<file path="config.mk">
export PLATFORM = sky130hd
export DESIGN_NAME = tea_cell
export DESIGN_NICKNAME = d
export VERILOG_FILES = /design/src/rtl/tea_pkg.sv /design/src/rtl/tea_cell.sv
export SDC_FILE = /design/constraint.sdc
export NUM_CORES = 1
export LEC_CHECK = 0
export ABC_AREA = 1
export BUFFER_PORTS_ARGS = -buffer_cell sky130_fd_sc_hd__buf_2
export CORE_UTILIZATION = 40
export DETAILED_ROUTE_END_ITERATION = 12
export PLACE_DENSITY_LB_ADDON = 0.3
export SYNTH_ARGS = -nofsm -noshare
export SYNTH_HDL_FRONTEND = slang
export SYNTH_SLANG_ARGS = --single-unit
export TNS_END_PERCENT = 20
</file>
<file path="constraint.sdc">
create_clock -name i_clk -period 8.5 [get_ports i_clk]
set_input_delay 1.275 -clock i_clk [delete_from_list [all_inputs] [get_ports i_clk]]
set_output_delay 1.275 -clock i_clk [all_outputs]
set_load 0.01 [all_outputs]
</file>
<file path="src/rtl/tea_pkg.sv">
package tea_pkg;

    localparam int unsigned ROUNDS_DEF = 32;
    localparam int unsigned WORD_W     = 32;
    localparam int unsigned BLOCK_W    = 64;
    localparam int unsigned CFG_IDX_W  = 8;

    localparam logic [WORD_W-1:0] DELTA = 32'h9E37_79B9;

    localparam logic [CFG_IDX_W-1:0] KEY_IDX_0 = 8'd0;
    localparam logic [CFG_IDX_W-1:0] KEY_IDX_1 = 8'd1;
    localparam logic [CFG_IDX_W-1:0] KEY_IDX_2 = 8'd2;
    localparam logic [CFG_IDX_W-1:0] KEY_IDX_3 = 8'd3;

    typedef struct packed {
        logic [WORD_W-1:0] k0;
        logic [WORD_W-1:0] k1;
        logic [WORD_W-1:0] k2;
        logic [WORD_W-1:0] k3;
    } t_key;

    typedef struct packed {
        logic              mode;
        logic [WORD_W-1:0] hi;
        logic [WORD_W-1:0] lo;
    } t_stage;

    function automatic logic [WORD_W-1:0] mix(
        input logic [WORD_W-1:0] x,
        input logic [WORD_W-1:0] sum,
        input logic [WORD_W-1:0] ka,
        input logic [WORD_W-1:0] kb
    );
        return ((x << 4) + ka) ^ (x + sum) ^ ((x >> 5) + kb);
    endfunction

endpackage

</file>
<file path="src/rtl/tea_cell.sv">
module tea_cell #(
    parameter int unsigned ROUNDS = tea_pkg::ROUNDS_DEF,
    parameter int unsigned RND    = 0,
    parameter bit          HALF   = 1'b0
) (
    input  logic            i_clk,
    input  logic            i_rst_n,
    input  tea_pkg::t_key   i_key,
    input  logic            i_valid,
    input  tea_pkg::t_stage i_stage,
    output logic            o_valid,
    output tea_pkg::t_stage o_stage
);

    localparam longint unsigned SUM_ENC_FULL =
        longint'(tea_pkg::DELTA) * longint'(RND + 1);
    localparam longint unsigned SUM_DEC_FULL =
        longint'(tea_pkg::DELTA) * longint'(ROUNDS - RND);
    localparam logic [tea_pkg::WORD_W-1:0] SUM_ENC = SUM_ENC_FULL[tea_pkg::WORD_W-1:0];
    localparam logic [tea_pkg::WORD_W-1:0] SUM_DEC = SUM_DEC_FULL[tea_pkg::WORD_W-1:0];

    logic                        r_valid;
    tea_pkg::t_stage             r_stage;
    tea_pkg::t_stage             n_stage;
    logic                        upd_hi;
    logic [tea_pkg::WORD_W-1:0]  sum;
    logic [tea_pkg::WORD_W-1:0]  x;
    logic [tea_pkg::WORD_W-1:0]  ka;
    logic [tea_pkg::WORD_W-1:0]  kb;
    logic [tea_pkg::WORD_W-1:0]  m;
    logic [tea_pkg::WORD_W-1:0]  step;

    // Encryption updates the high half first, decryption the low half first.
    always_comb begin
        upd_hi = HALF ? i_stage.mode : !i_stage.mode;
        sum    = i_stage.mode ? SUM_DEC : SUM_ENC;
        x      = upd_hi ? i_stage.lo : i_stage.hi;
        ka     = upd_hi ? i_key.k0 : i_key.k2;
        kb     = upd_hi ? i_key.k1 : i_key.k3;
        m      = tea_pkg::mix(x, sum, ka, kb);
        step   = i_stage.mode ? (~m + 32'd1) : m;
        n_stage = i_stage;
        if (upd_hi) begin
            n_stage.hi = i_stage.hi + step;
        end else begin
            n_stage.lo = i_stage.lo + step;
        end
    end

    always_ff @(posedge i_clk) begin
        if (!i_rst_n) begin
            r_valid <= 1'b0;
        end else begin
            r_valid <= i_valid;
        end
    end

    always_ff @(posedge i_clk) begin
        r_stage <= n_stage;
    end

    assign o_valid = r_valid;
    assign o_stage = r_stage;

endmodule

</file>
==> After elaboration in Yosys (flattened, before gate mapping) <==
Cells that the tools add are included.
{ "word_totals": {"in_bits": 196, "out_inout_bits": 66, "regBits": 66, "wordCells": 20} }
{ "classes": {"n_bitwise": 3, "n_addsub": 6, "n_mux": 7} }
{ "ops": {"columns": ["cell", "count"], "rows": [
  ["$mux 32", 6],
  ["$add 32x32->32", 4],
  ["$xor 32x32->32", 2],
  ["$add 27x32->32", 1],
  ["$add 32x1->32 const B", 1],
  ["$not 32->32", 1],
  ["$mux 31", 1]
]} }

==> Logic depth before layout (Yosys ltp) <==
{ "depth": {"ltp_word": 9, "ltp_mapped": 47, "ltp_nobuf": 41} }

==> Worst setup path before layout <==
OpenSTA, ideal clock, no wires.
{ "synth_timing": {"kind": "input port to flip-flop", "from": "in i_stage[64] (netlist bit)", "to": "reg r_stage (netlist bit o_stage[62])", "path_buffers": 7, "setup_ns": 0.114, "required_time_ns": 8.386, "slack_ns": 1.768, "t_arrival_ns": 6.618, "stages": 35, "cell_sequence": "buf_6 buf_6 buf_4 clkbuf_1 buf_2 clkbuf_1 clkbuf_1 nand2_1 nand2_1 ha_1 or2_2 nand2_1 xnor2_1 xor2_1 xor2_1 nand3_1 nor3_2 nand2_1 nor3_2 nand2_1 nor2_2 nand2_2 nand2_1 xor2_1 inv_1 ha_1 a21oi_1 inv_1 a31oi_1 o21ai_0 a221oi_1 nand2_1 or2_2 nand3_1 nand2_1"} }
{ "synth_lines": {"columns": ["item", "line_no", "source"], "rows": [
  ["start: declaration", "tea_cell.sv:10", "input tea_pkg::t_stage i_stage,"],
  ["end signal: assignment", "tea_cell.sv:59", "r_stage <= n_stage;"],
  ["end: declaration", "tea_cell.sv:23", "tea_pkg::t_stage r_stage;"]
]} }

==> flow_metrics.env <==
export IMPL_cp_arrival_ps=7630
export IMPL_start_kind="input pin"
export IMPL_relSlewSlack_pct=34.5
export IMPL_max_stage_delay_ps=760
export IMPL_yosysMostFrequentCell="nand2_1"
export IMPL_placementRows=66
export IMPL_numCtsBuffers=9
export IMPL_worstSetupPathType="in -> reg"
export IMPL_period_minus_slack_ps=7380
export IMPL_period_share_pct=86.9
export IMPL_htreeDepth=3
export IMPL_postCtsHoldBufs=0
export IMPL_area_growth_pct=17.6
export IMPL_track_usage_pct=31.7
export IMPL_worstMarginPinSlew_ps=975
export IMPL_start_util_pct=40.8
export IMPL_synth_area_leaders="nand2_1, ha_1, dfxtp_1"
export IMPL_yosysTopAreaCell="nand2_1"
export IMPL_p_per_area_nw_per_um2=243
export IMPL_drive_gt1_share_pct=13.4
export IMPL_cts_clk_slew_worst_paths_ps=60
export IMPL_syn_area_sq_um=13300
export IMPL_maxCapViolations=0
export IMPL_rsz0062_at_grt="false"
export IMPL_synth_xor_area_share_pct=8.65
export IMPL_synthArstFlopShare_pct=0
export IMPL_hold_viol=0
export IMPL_yosys_warnings=0
export IMPL_antenna_found_initial=0
export IMPL_nFillCells=3640
export IMPL_ir_drop_uv=149
export IMPL_synthAdderAreaFrac_pct=12.3
export IMPL_hpwl_microns=47400
export IMPL_synth_top_family_by_area="simple AND/OR/NAND/NOR gates"
export IMPL_fin_tns_setup_ps=0
export IMPL_cp_required_ps=8740
export IMPL_place_congestion=0.958
export IMPL_synth_mux_area_share_pct=0.0753
export IMPL_cpMostUsedCell="nand2_1"
export IMPL_grt_pass1_vias=15481
export IMPL_worst_setup_path_end_kind="register"
export IMPL_dp_cells=3191
export IMPL_yosys_area_top_type_share_pct=27.7
export IMPL_drt_pass1_iter_count=5
export IMPL_ys_ff_latch=66
export IMPL_io_buffers=261
export IMPL_clock_sinks=66
export IMPL_fmax_ghz=0.135
export IMPL_drc_errors=0
export IMPL_die_area_sq_um=34000
export IMPL_synth_cell_type_count=47
export IMPL_die_h_microns=184
export IMPL_ys_seq_area_share_pct=9.94
export IMPL_cts_root_buf="clkbuf_16"
export IMPL_syn_avg_cell_area_sq_um=5.38
export IMPL_vias=16586
export IMPL_syn_inst=2471
export IMPL_setup_viol=0
export IMPL_syn_nets=2795
export IMPL_synth_compound_area_share_pct=13.5
export IMPL_stdcell_count=3208
export IMPL_cts_tree="done"
export IMPL_synthFlopType="dfxtp_1"
export IMPL_leakagePower_uw=0.00922
export IMPL_crit_path_top_delay_cell="nor4_1"
export IMPL_final_nets=3084
export IMPL_via_per_inst=5.17
export IMPL_yosys_area_share_simple_pct=44.5
export IMPL_grt_max_degree=65
export IMPL_drt_iter0_drc=1251
export IMPL_finalWirelength_microns=54100
export IMPL_chipWidth_microns=184
export IMPL_crit_fanout=45
export IMPL_status="finished, final reports clean"
export IMPL_postCtsSetupRepairBufs=0
export IMPL_coreArea_sq_um=32600
export IMPL_synth_edf_count=0
export IMPL_io_pins=262
export IMPL_slew_violations=0
export IMPL_overflow=0
export IMPL_wl_per_cell_microns=16.9
export IMPL_ant_nets=0
export IMPL_netlist_top_cells_count="nand2_1, inv_1, nor2_1, nand3_1, a21oi_1"
export IMPL_cts_resized_gates=0
export IMPL_critical_path_top_delay_family="simple AND/OR/NAND/NOR gates"
export IMPL_clockBufferDepth=2
export IMPL_grt_pass1_wl_microns=82000
export IMPL_path_buf_inv=6
export IMPL_hp_class="in -> reg"
## path summary, 6_finish.rpt
kind | startpoint | to | depth (start not counted) | slack [ps]
hold / removal | i_valid | o_valid | 3 | 1120
setup / recovery | i_stage[64] | o_stage[63] | 30 | 1120
## tightest hold or removal path: cells and delay by family
kind                   cells  cell delay (ps)
buffers and inverters      2              120
AND/OR/NAND/NOR            1               40
## registers in the layout (all words and copies together) (netlist names)
register  count
o_valid       1
o_stage      65
## power breakdown
part | switching [uW] | internal, uW
logic | 1870 | 1080
clock network | 143 | 226
registers | 32.4 | 457
## layout by cell type (no fill, tap or decap), types with 15 or more instances in the layout
cell type / n
a21oi_1: 144
buf_2: 260
buf_4: 53
dfxtp_1: 66
ha_1: 124
inv_1: 332
nand2_1: 980
nand3_1: 165
nand3b_1: 20
nand4_1: 26
nor2_1: 193
nor3_1: 21
o21ai_0: 115
o21ai_1: 15
xnor2_1: 48
xor2_1: 77
## area by class of cell
class                   count  area (sq um)  area share (%)
repair buffers            314          1710            10.9
multi-input cells        2032         10500            67.1
flip-flops and latches     66          1320            8.45
well taps                 442           553            3.54
diodes                      1          2.50          0.0160
inverters                 337          1270            8.11
clock inverters             5          55.1           0.352
clock buffers              11           233            1.49
## logic make-up after synthesis
logic type | count (synthesis)
simple gates | 1445
mux | 1
fa+ha+maj | 128
xor+xnor | 128
buf+inv | 373
flops | 66
compound gates | 330
## metal layers
layer | routed length [microns] | track usage, % | vias up
met5 | 0 | 0 | -
met4 | 1380 | 9.20 | 0
met2 | 24700 | 54.3 | 577
met3 | 3010 | 1.82 | 70
met1 | 25000 | 42.6 | 7490
li1 | - | - | 8449
## metrics by stage
stage | hold WS, ps | power [uW] | utilization, % | setup slack [ps] | area, sq um
2_1_floorplan | 1300 | 2510 | - | 1770 | 13300
3_3_place_gp | 1460 | 3370 | 47.0 | 952 | 15300
3_5_place_dp | 1460 | 3390 | 47.0 | 1000 | 15300
4_1_cts | 1110 | 3770 | 47.9 | 1340 | 15600
5_1_grt | 1130 | 4170 | 47.9 | 625 | 15600
6_report | 1120 | 3800 | 47.9 | 1120 | 15600
Note: power is estimated with default switching activity, not from simulation.
